$ cat src/rtl/xgcd_pkg.sv
// Package: widths and types shared by the extended gcd unit.
package xgcd_pkg;

    localparam int WIDTH = 64;
    localparam int CNT_W = $clog2(WIDTH);
    localparam int FW    = 64;

    typedef logic [WIDTH-1:0] word_t;
    typedef logic [CNT_W-1:0] cnt_t;

    typedef enum logic [2:0] {
        ST_IDLE,
        ST_CHECK,
        ST_DIV,
        ST_UPD,
        ST_RED,
        ST_FIN,
        ST_OUT
    } state_t;

    typedef struct packed {
        word_t rem;
        logic  dvd_bit;
        word_t dvs;
        word_t acc_s;
        word_t acc_t;
        word_t sc;
        word_t tc;
        cnt_t  shamt;
    } step_in_t;

    typedef struct packed {
        word_t rem;
        logic  ge;
        word_t acc_s;
        word_t acc_t;
    } step_out_t;

endpackage

$ cat src/rtl/xgcd_in_if.sv
// Interface: input channel carrying value and modulus.
interface xgcd_in_if;
    logic        valid;
    logic        ready;
    logic [63:0] value;
    logic [63:0] modulus;

    modport source (output valid, output value, output modulus, input ready);
    modport sink (input valid, input value, input modulus, output ready);
endinterface

$ cat src/rtl/xgcd_out_if.sv
// Interface: result channel carrying coefficients, gcd and inverse.
interface xgcd_out_if;
    logic        valid;
    logic        ready;
    logic [63:0] coef_value;
    logic [63:0] coef_modulus;
    logic [63:0] gcd_out;
    logic [63:0] inverse;
    logic        invertible;

    modport source (output valid, output coef_value, output coef_modulus,
                    output gcd_out, output inverse, output invertible, input ready);
    modport sink (input valid, input coef_value, input coef_modulus,
                  input gcd_out, input inverse, input invertible, output ready);
endinterface

$ cat src/rtl/xgcd_step.sv
// Shared unit: one restoring division bit plus coefficient update.
module xgcd_step
    import xgcd_pkg::*;
(
    input  step_in_t  si,
    output step_out_t so
);

    logic [WIDTH:0] cand;
    logic [WIDTH:0] diff;

    always_comb
    begin
        cand     = {si.rem, si.dvd_bit};
        diff     = cand - {1'b0, si.dvs};
        so.ge    = ~diff[WIDTH];
        so.rem   = so.ge ? diff[WIDTH-1:0] : cand[WIDTH-1:0];
        so.acc_s = so.ge ? si.acc_s - (si.sc << si.shamt) : si.acc_s;
        so.acc_t = so.ge ? si.acc_t - (si.tc << si.shamt) : si.acc_t;
    end

endmodule

$ cat src/rtl/extended_gcd_modular_inverse_unit.sv
// Each Euclid iteration runs a bit-serial divide; an invertible input then gets a final reduction.
// Both use the bit-serial divide step, one quotient bit per cycle.
// One item at a time; input ready only when idle.
// Reset returns the sequencer to idle with no result pending.
module extended_gcd_modular_inverse_unit
    import xgcd_pkg::*;
(
    input  logic  clk,
    input  logic  rst_n,
    xgcd_in_if.sink    in_ch,
    xgcd_out_if.source out_ch
);

    state_t state_reg, state_next;
    word_t  rp_reg, rp_next, rc_reg, rc_next;
    word_t  sp_reg, sp_next, sc_reg, sc_next;
    word_t  tp_reg, tp_next, tc_reg, tc_next;
    word_t  p_reg, p_next;
    word_t  dvd_reg, dvd_next, dvs_reg, dvs_next;
    word_t  rem_reg, rem_next;
    word_t  ns_reg, ns_next, nt_reg, nt_next;
    cnt_t   cnt_reg, cnt_next;
    logic   neg_reg, neg_next;
    logic   ok_reg, ok_next;
    logic [FW-1:0] os_reg, os_next, ot_reg, ot_next;
    logic [FW-1:0] og_reg, og_next, oi_reg, oi_next;
    logic   oinv_reg, oinv_next;
    step_in_t  si;
    step_out_t so;

    xgcd_step u_step (.si(si), .so(so));

    always_comb
    begin
        si.rem     = rem_reg;
        si.dvd_bit = dvd_reg[cnt_reg];
        si.dvs     = dvs_reg;
        si.acc_s   = ns_reg;
        si.acc_t   = nt_reg;
        si.sc      = sc_reg;
        si.tc      = tc_reg;
        si.shamt   = cnt_reg;
    end

    always_ff @(posedge clk or negedge rst_n)
    begin
        if (!rst_n)
        begin
            state_reg <= ST_IDLE;
        end
        else
        begin
            state_reg <= state_next;
        end
    end

    always_ff @(posedge clk)
    begin
        rp_reg   <= rp_next;
        rc_reg   <= rc_next;
        sp_reg   <= sp_next;
        sc_reg   <= sc_next;
        tp_reg   <= tp_next;
        tc_reg   <= tc_next;
        p_reg    <= p_next;
        dvd_reg  <= dvd_next;
        dvs_reg  <= dvs_next;
        rem_reg  <= rem_next;
        ns_reg   <= ns_next;
        nt_reg   <= nt_next;
        cnt_reg  <= cnt_next;
        neg_reg  <= neg_next;
        ok_reg   <= ok_next;
        os_reg   <= os_next;
        ot_reg   <= ot_next;
        og_reg   <= og_next;
        oi_reg   <= oi_next;
        oinv_reg <= oinv_next;
    end

    always_comb
    begin
        state_next = state_reg;
        rp_next    = rp_reg;
        rc_next    = rc_reg;
        sp_next    = sp_reg;
        sc_next    = sc_reg;
        tp_next    = tp_reg;
        tc_next    = tc_reg;
        p_next     = p_reg;
        dvd_next   = dvd_reg;
        dvs_next   = dvs_reg;
        rem_next   = rem_reg;
        ns_next    = ns_reg;
        nt_next    = nt_reg;
        cnt_next   = cnt_reg;
        neg_next   = neg_reg;
        ok_next    = ok_reg;
        os_next    = os_reg;
        ot_next    = ot_reg;
        og_next    = og_reg;
        oi_next    = oi_reg;
        oinv_next  = oinv_reg;
        in_ch.ready  = 1'b0;
        out_ch.valid = 1'b0;

        unique case (state_reg)
            ST_IDLE:
            begin
                in_ch.ready = 1'b1;
                if (in_ch.valid)
                begin
                    rp_next    = in_ch.value[WIDTH-1:0];
                    rc_next    = in_ch.modulus[WIDTH-1:0];
                    p_next     = in_ch.modulus[WIDTH-1:0];
                    sp_next    = word_t'(1);
                    sc_next    = '0;
                    tp_next    = '0;
                    tc_next    = word_t'(1);
                    state_next = ST_CHECK;
                end
            end
            ST_CHECK:
            begin
                rem_next = '0;
                cnt_next = cnt_t'(WIDTH-1);
                if (rc_reg != '0)
                begin
                    dvd_next   = rp_reg;
                    dvs_next   = rc_reg;
                    ns_next    = sp_reg;
                    nt_next    = tp_reg;
                    state_next = ST_DIV;
                end
                else
                begin
                    ok_next  = (p_reg != '0) && (rp_reg == word_t'(1));
                    neg_next = sp_reg[WIDTH-1];
                    dvd_next = sp_reg[WIDTH-1] ? word_t'(-sp_reg) : sp_reg;
                    dvs_next = p_reg;
                    if ((p_reg != '0) && (rp_reg == word_t'(1)))
                    begin
                        state_next = ST_RED;
                    end
                    else
                    begin
                        state_next = ST_FIN;
                    end
                end
            end
            ST_DIV:
            begin
                rem_next = so.rem;
                ns_next  = so.acc_s;
                nt_next  = so.acc_t;
                cnt_next = cnt_reg - cnt_t'(1);
                if (cnt_reg == '0)
                begin
                    state_next = ST_UPD;
                end
            end
            ST_UPD:
            begin
                rp_next    = rc_reg;
                rc_next    = rem_reg;
                sp_next    = sc_reg;
                sc_next    = ns_reg;
                tp_next    = tc_reg;
                tc_next    = nt_reg;
                state_next = ST_CHECK;
            end
            ST_RED:
            begin
                rem_next = so.rem;
                cnt_next = cnt_reg - cnt_t'(1);
                if (cnt_reg == '0)
                begin
                    state_next = ST_FIN;
                end
            end
            ST_FIN:
            begin
                os_next   = FW'(signed'(sp_reg));
                ot_next   = FW'(signed'(tp_reg));
                og_next   = FW'(rp_reg);
                oinv_next = ok_reg;
                if (!ok_reg)
                begin
                    oi_next = '0;
                end
                else if (neg_reg && (rem_reg != '0))
                begin
                    oi_next = FW'(p_reg - rem_reg);
                end
                else
                begin
                    oi_next = FW'(rem_reg);
                end
                state_next = ST_OUT;
            end
            ST_OUT:
            begin
                out_ch.valid = 1'b1;
                if (out_ch.ready)
                begin
                    state_next = ST_IDLE;
                end
            end
            default:
            begin
                state_next = ST_IDLE;
            end
        endcase
    end

    assign out_ch.coef_value   = os_reg;
    assign out_ch.coef_modulus = ot_reg;
    assign out_ch.gcd_out      = og_reg;
    assign out_ch.inverse      = oi_reg;
    assign out_ch.invertible   = oinv_reg;

endmodule

$ cat src/flat_wrapper.sv
// flat-port wrapper written by rule: the top's interface ports become plain ports
module extended_gcd_modular_inverse_unit_flat import xgcd_pkg::*;
  (clk, rst_n, in_ch_valid, in_ch_value, in_ch_modulus, in_ch_ready, out_ch_valid, out_ch_coef_value, out_ch_coef_modulus, out_ch_gcd_out, out_ch_inverse, out_ch_invertible, out_ch_ready);
  xgcd_in_if in_ch_i ();
  xgcd_out_if out_ch_i ();
  input  logic clk;
  input  logic rst_n;
  input wire logic [$bits(in_ch_i.valid)-1:0] in_ch_valid;
  input wire logic [$bits(in_ch_i.value)-1:0] in_ch_value;
  input wire logic [$bits(in_ch_i.modulus)-1:0] in_ch_modulus;
  output wire logic [$bits(in_ch_i.ready)-1:0] in_ch_ready;
  output wire logic [$bits(out_ch_i.valid)-1:0] out_ch_valid;
  output wire logic [$bits(out_ch_i.coef_value)-1:0] out_ch_coef_value;
  output wire logic [$bits(out_ch_i.coef_modulus)-1:0] out_ch_coef_modulus;
  output wire logic [$bits(out_ch_i.gcd_out)-1:0] out_ch_gcd_out;
  output wire logic [$bits(out_ch_i.inverse)-1:0] out_ch_inverse;
  output wire logic [$bits(out_ch_i.invertible)-1:0] out_ch_invertible;
  input wire logic [$bits(out_ch_i.ready)-1:0] out_ch_ready;
  assign in_ch_i.valid = in_ch_valid;
  assign in_ch_i.value = in_ch_value;
  assign in_ch_i.modulus = in_ch_modulus;
  assign in_ch_ready = in_ch_i.ready;
  assign out_ch_valid = out_ch_i.valid;
  assign out_ch_coef_value = out_ch_i.coef_value;
  assign out_ch_coef_modulus = out_ch_i.coef_modulus;
  assign out_ch_gcd_out = out_ch_i.gcd_out;
  assign out_ch_inverse = out_ch_i.inverse;
  assign out_ch_invertible = out_ch_i.invertible;
  assign out_ch_i.ready = out_ch_ready;
  extended_gcd_modular_inverse_unit u_core (.clk(clk), .rst_n(rst_n), .in_ch(in_ch_i), .out_ch(out_ch_i));
endmodule
$ cat config.mk
export PLATFORM = sky130hd
export DESIGN_NAME = extended_gcd_modular_inverse_unit_flat
export DESIGN_NICKNAME = d
export VERILOG_FILES = /design/src/rtl/xgcd_pkg.sv /design/src/rtl/xgcd_in_if.sv /design/src/rtl/xgcd_out_if.sv /design/src/rtl/xgcd_step.sv /design/src/rtl/extended_gcd_modular_inverse_unit.sv /design/src/flat_wrapper.sv
export SDC_FILE = /design/constraint.sdc
export NUM_CORES = 2
export LEC_CHECK = 0
export ABC_AREA = 1
export ABC_CLOCK_PERIOD_IN_PS = 40000
export BUFFER_PORTS_ARGS = -buffer_cell sky130_fd_sc_hd__buf_2
export CAP_MARGIN = 20
export CORE_ASPECT_RATIO = 0.8
export CORE_UTILIZATION = 45
export CTS_CLUSTER_DIAMETER = 80
export DETAILED_ROUTE_END_ITERATION = 8
export PLACE_DENSITY = 0.59
export SKIP_CTS_REPAIR_TIMING = 1
export SLEW_MARGIN = 5
export SYNTH_ARGS = -nofsm -noshare
export SYNTH_HDL_FRONTEND = slang
export SYNTH_SLANG_ARGS = --single-unit
$ cat constraint.sdc
create_clock -name clk -period 40 [get_ports clk]
set_input_delay 4 -clock clk [delete_from_list [all_inputs] [get_ports clk]]
set_output_delay 4 -clock clk [all_outputs]
set_load 0.1 [all_outputs]
# [After elaboration in Yosys (flattened, before gate mapping)]
# Cells that the tools add are included.
[word_totals] regBits=1036 word_cells=94 in_bits=132
[op_classes] n_shift=2 mux=34 bitwise_logic=1 n_eq_ne=13 add_sub_neg=6 n_lt_le_gt_ge=1 reduce_logical=16
[op_table] operator="one-hot mux 64 bit (2 select lines)" n=9
[op_table] operator="2-to-1 mux 64 bit" n=13
[op_table] operator="nonzero test 64 bit" n=3
[op_table] operator="subtractor 64 bit" n=3
[op_table] operator="left shift 64 x 6 -> 64 bit" n=2
[op_table] operator="subtractor 65 x 64 -> 65 bit" n=1
[op_table] operator="== test 64 x 1 -> 1 bit, second input constant" n=1
[op_table] operator="negation 64 bit" n=1
[op_table] operator="one-hot mux 3 bit (7 select lines)" n=1
[op_table] operator="2-to-1 mux 3 bit" n=5
[op_table] operator="one-hot mux 6 bit (2 select lines)" n=1
[op_table] operator="== test 3 bit, second input constant" n=3
[op_table] operator="< comparator 6 x 7 -> 1 bit, second input constant" n=1
[op_table] operator="binary-select mux 1 bit (select 6 bit)" n=1
[op_table] operator="== test 3 x 2 -> 1 bit, second input constant" n=2
[op_table] operator="zero test 6 bit" n=1
[op_table] operator="!= test 2 x 1 -> 1 bit, second input constant" n=3
[op_table] operator="!= test 2 bit, second input constant" n=3
[op_table] operator="AND reduction 2 bit" n=3
[op_table] operator="nonzero test 2 bit" n=3
[op_table] operator="subtractor 6 x 1 -> 6 bit, second input constant" n=1
[op_table] operator="2-to-1 mux 1 bit" n=4
[op_table] operator="AND reduction 4 bit" n=1
[op_table] operator="== test 3 x 1 -> 1 bit, second input constant" n=1
[op_table] operator="other kinds (5)" n=6

# [Longest topological paths before layout]
[logic_depth] ltp_word=5 depth_mapped=32

# [Cells and area by module]
# A second synthesis with hierarchy kept.
[unflattened] cells_unflattened=10190 area_unflattened_um2=74179.9
[by_module_without_submodules] mod="extended_gcd_modular_inverse_unit" cells_each=4908 seq_area_each_um2=31094.8 instances=1 area_per_inst_um2=48581.6
[by_module_without_submodules] mod="xgcd_step" cells_each=5282 seq_area_each_um2=0.0 instances=1 area_per_inst_um2=25598.3

# [Least setup slack after synthesis]
# Ideal clock, no wire load.
[synth_path] kind="input-to-reg" start="input in_ch_valid" end="register u_core.rc_reg[0], enable pin" setup_ns=1.667 path_buffers=0 arrival_ns=30.729 path_stages=2 slack_ns=7.604 required_ns=38.333 path_cell_list="inv_1 > o21ai_0"
[synth_via] elab_chain_len=2
[synth_rtl] item="from (decl)" line="flat_wrapper.sv:8" source="input wire logic [$bits(in_ch_i.valid)-1:0] in_ch_valid;"
[synth_rtl] item="!= test 2 bit (no source line)"
[synth_rtl] item="AND reduction 2 bit (no source line)"
[synth_rtl] item="to (signal assigned)" line="extended_gcd_modular_inverse_unit.sv:60" source="rc_reg <= rc_next;"
[synth_rtl] item="to (decl)" line="extended_gcd_modular_inverse_unit.sv:15" source="word_t rp_reg, rp_next, rc_reg, rc_next;"
# Every way passes these cells.
# A chain may end at the register's enable or synchronous reset.

# [Worst setup path after layout]
[layout_path] start="register u_core.cnt_reg[1]" end="register u_core.nt_reg[61], enable pin"
[layout_via] elab_chain_len=5
[layout_rtl] item="from (decl)" line="extended_gcd_modular_inverse_unit.sv:22" source="cnt_t cnt_reg, cnt_next;"
[layout_rtl] item="from (signal assigned)" line="extended_gcd_modular_inverse_unit.sv:71" source="cnt_reg <= cnt_next;"
[layout_rtl] item="binary-select mux 1 bit (select 6 bit)" line="extended_gcd_modular_inverse_unit.sv:36" source="si.dvd_bit = dvd_reg[cnt_reg];"
[layout_rtl] item="2-to-1 mux 1 bit (not written as such)" line="extended_gcd_modular_inverse_unit.sv:36"
[layout_rtl] item="subtractor 65 x 64 -> 65 bit" line="xgcd_step.sv:15" source="diff = cand - {1'b0, si.dvs};"
[layout_rtl] item="!= test 2 bit (no source line)"
[layout_rtl] item="AND reduction 3 bit (no source line)"
[layout_rtl] item="to (signal assigned)" line="extended_gcd_modular_inverse_unit.sv:70" source="nt_reg <= nt_next;"
[layout_rtl] item="to (decl)" line="extended_gcd_modular_inverse_unit.sv:21" source="word_t ns_reg, ns_next, nt_reg, nt_next;"
# Every way passes these cells. The select of a mux whose other input is x is not followed.

==> impl_metrics.ini <==
[place]
portBuffers = 390
placed_cell_area_um2 = 73910
gp_congestion = 1.171
dp_slack_ns = 32.65
hpwlAfterDp_um = 258800
placed_cells = 11610

[layout]
drive_gt1_share_pct = 7.447
fin_util_pct = 50.32
num-fill-cells = 15570
finalNonFillerCells = 11830
area_growth_pct = 10.99
nets = 10090
design_area_um2 = 77730

[die]
core-area_um2 = 154500
rows = 129
dieHeight_um = 354.8
ioPinCount = 391
die_x_um = 443.1
start_util_pct = 45.34
die_area_um2 = 157200

[synthesis]
synth_cells = 9425
synth.avg_cell_area_um2 = 7.430
synth_flop_cell = edfxtp_1
syn_area_um2 = 70030
synth_area_leaders = edfxtp_1 (44%), nand2_1 (14%), inv_1 (7.1%), nor2_1 (6.6%), o21ai_0 (5.7%)
synth_cell_types = 55
yosys-top-cells-count = nand2_1 (2535), inv_1 (1331), nor2_1 (1230)
yosysTopAreaCellShare_pct = 44.30
synth-edff-count = 1033
synth_top_area_cell = edfxtp_1
synth_seq_cells = 1036
synth_nets = 9817
synth.most_common_cell = nand2_1
yosysSeqAreaShare_pct = 44.40
async_flop_share_pct = 0.2896
synth_warnings = 0

[clock_network]
insertion_delay_ns = 0.82
cts_sinks = 1036
clockBufferDepth = 3
cts_buffers = 113
tritoncts = done
cts_root_buffer = clkbuf_16
cts.clk_slew.worst_paths_ns = 0.07
cts_max_level = 3

[drt]
dr.pass1.iters = 7
vias = 69490
drt-total-wl_um = 322900
ant_nets = 0
drc = 0
drt-initial-drc-count = 10230
post_drt_wl_per_cell_um = 27.30
post_drt_via_cell_ratio = 5.876

[power_and_ir_drop]
clkPwrFrac_pct = 14.3
switchingPower_mw = 4.074
max-vdd-ir-drop_mv = 0.05936
power.total_mw = 7.621
pwr-share-seq_pct = 29.5
internal_power_mw = 3.547
p_leak_nw = 33.64
powerDensity_nw_per_um2 = 98.05
p_comb_share_pct = 56.2
p_sw_share_pct = 53.46

[timing]
period_share_pct = 18.72
setup_total_negative_slack_ns = 0
maxSlewViolCount = 0
rsz0062_at_grt = no
finalSetupViolCount = 0
tightest_slew_ns = 1.174
whs_ns = 0.4501
finalCriticalPeriod_ns = 7.489
finClkSkew_ns = 0.06541
final_hold_viol_count = 0
setup_ws_ns = 32.51
fmax_mhz = 133.5
slew_headroom_pct = 20.92

[status]
status = complete, no violations

[global_route]
grt_antenna_before_repair = 11
grt_pass1_wl_um = 450100
grt_max_degree = 150
grtUsageTotal_pct = 39.73
grt_pass1_vias = 63400
grt.overflow.total = 0

[setup_path]
required_ns = 40.42
worst_setup_path_end_kind = flip-flop
cpPeakStageDelay_ns = 0.83
path_common_cell = nand2_1
crit_fanout = 64
arrival_ns = 7.91
cp_slowest_cell = edfxtp_1
crit_type = reg -> reg
start_kind = flip-flop

[flow_run]
drv_cap = 0

[min_path]
min_path_type = reg -> reg
-- cells by family (layout without fill, tap and decap cells) --
| group | after synthesis | after routing | synth area share, % |
|---|---|---|---|
| simple gates | 4792 | 4792 | 28.07 |
| buf+inv | 1654 | 2018 | 9.076 |
| compound gates | 1494 | 1494 | 11.34 |
| flops | 1036 | 1036 | 44.40 |
| fa+ha+maj | 260 | 260 | 4.688 |
| xor+xnor | 155 | 155 | 1.939 |
| mux | 34 | 34 | 0.4860 |
| other cells | 0 | 7 | 0 |
-- layer usage --
metal  up-vias  wire length [um]  global-route usage [%]
met5         -               380                   1.408
met4        14             12440                   13.21
met3       504             42930                   13.44
met2      4299            125400                   54.02
met1     33150            141700                   58.17
li1      31530                 -                       -
-- layout make-up --
cell class	count	area, um^2	share of cell area [%]
clock buffers	126	2877	3.701
clock inverters	82	893.4	1.149
inverters	1345	5076	6.531
well taps	2030	2540	3.268
diodes	7	17.52	0.02254
repair buffers	465	2572	3.310
multi-input cells	6735	32660	42.01
flip-flops and latches	1036	31090	40.01
-- critical path: cells and delay by family, from the launching register on --
kind / cells / cell delay, ns
buffers and inverters: 8 / 3.30
AOI/OAI and AO/OA: 3 / 0.35
and+or+nand+nor: 18 / 1.76
DFF: 1 / 0.83
adders and majority gates: 2 / 0.62
-- cell usage in the layout (no fill, tap or decap), types with 12 or more instances in the layout --
cell type / synthesis / final
clkbuf_1: 182 / 13
xor2_1: 98 / 98
inv_1: 1331 / 1328
o211ai_1: 26 / 26
nand3_1: 695 / 694
clkinv_2: 0 / 21
nand2_1: 2535 / 2532
clkinv_1: 4 / 25
o21bai_1: 43 / 43
a21oi_1: 475 / 475
ha_1: 256 / 256
xnor2_1: 57 / 57
edfxtp_1: 1033 / 1033
clkbuf_16: 0 / 113
or2_2: 35 / 35
nor3_1: 96 / 95
buf_4: 12 / 70
buf_2: 76 / 390
o21ai_1: 11 / 12
a211oi_1: 17 / 17
nand4_1: 83 / 83
nand3b_1: 24 / 24
nor2_1: 1230 / 1224
o22ai_1: 18 / 18
nor4_1: 53 / 53
o21a_1: 18 / 18
a21o_1: 18 / 18
o21ai_0: 799 / 797
mux2i_1: 34 / 34
a31oi_1: 40 / 40
-- power groups by stage --
stage / Sequential [mW] / Clock (mW) / Combinational [mW]
floorplan: 2.28 / 0 / 2.65
global placement: 2.25 / 0 / 4.07
detailed placement: 2.24 / 0 / 4.08
CTS: 2.23 / 1.10 / 4.10
global route: 2.26 / 1.13 / 4.60
finish: 2.25 / 1.09 / 4.28
-- path summary, 6_finish.rpt --
| check | startpoint | end | slack (ns) | cells past startpoint |
|---|---|---|---|---|
| max in group asynchronous | rst_n | u_core.state_reg[1] | 36.87 | 1 |
| setup / recovery | u_core.cnt_reg[1] | u_core.nt_reg[61] | 32.51 | 31 |
| setup reg to reg | u_core.cnt_reg[1] | u_core.nt_reg[61] | 32.51 | 31 |
| hold reg to reg | u_core.tp_reg[15] | u_core.out_ch.coef_modulus[15] | 0.45 | 0 |
| hold / removal | u_core.tp_reg[15] | u_core.out_ch.coef_modulus[15] | 0.45 | 0 |
| min in group asynchronous | rst_n | u_core.state_reg[2] | 3.02 | 1 |
(Power assumes the default switching activity.)
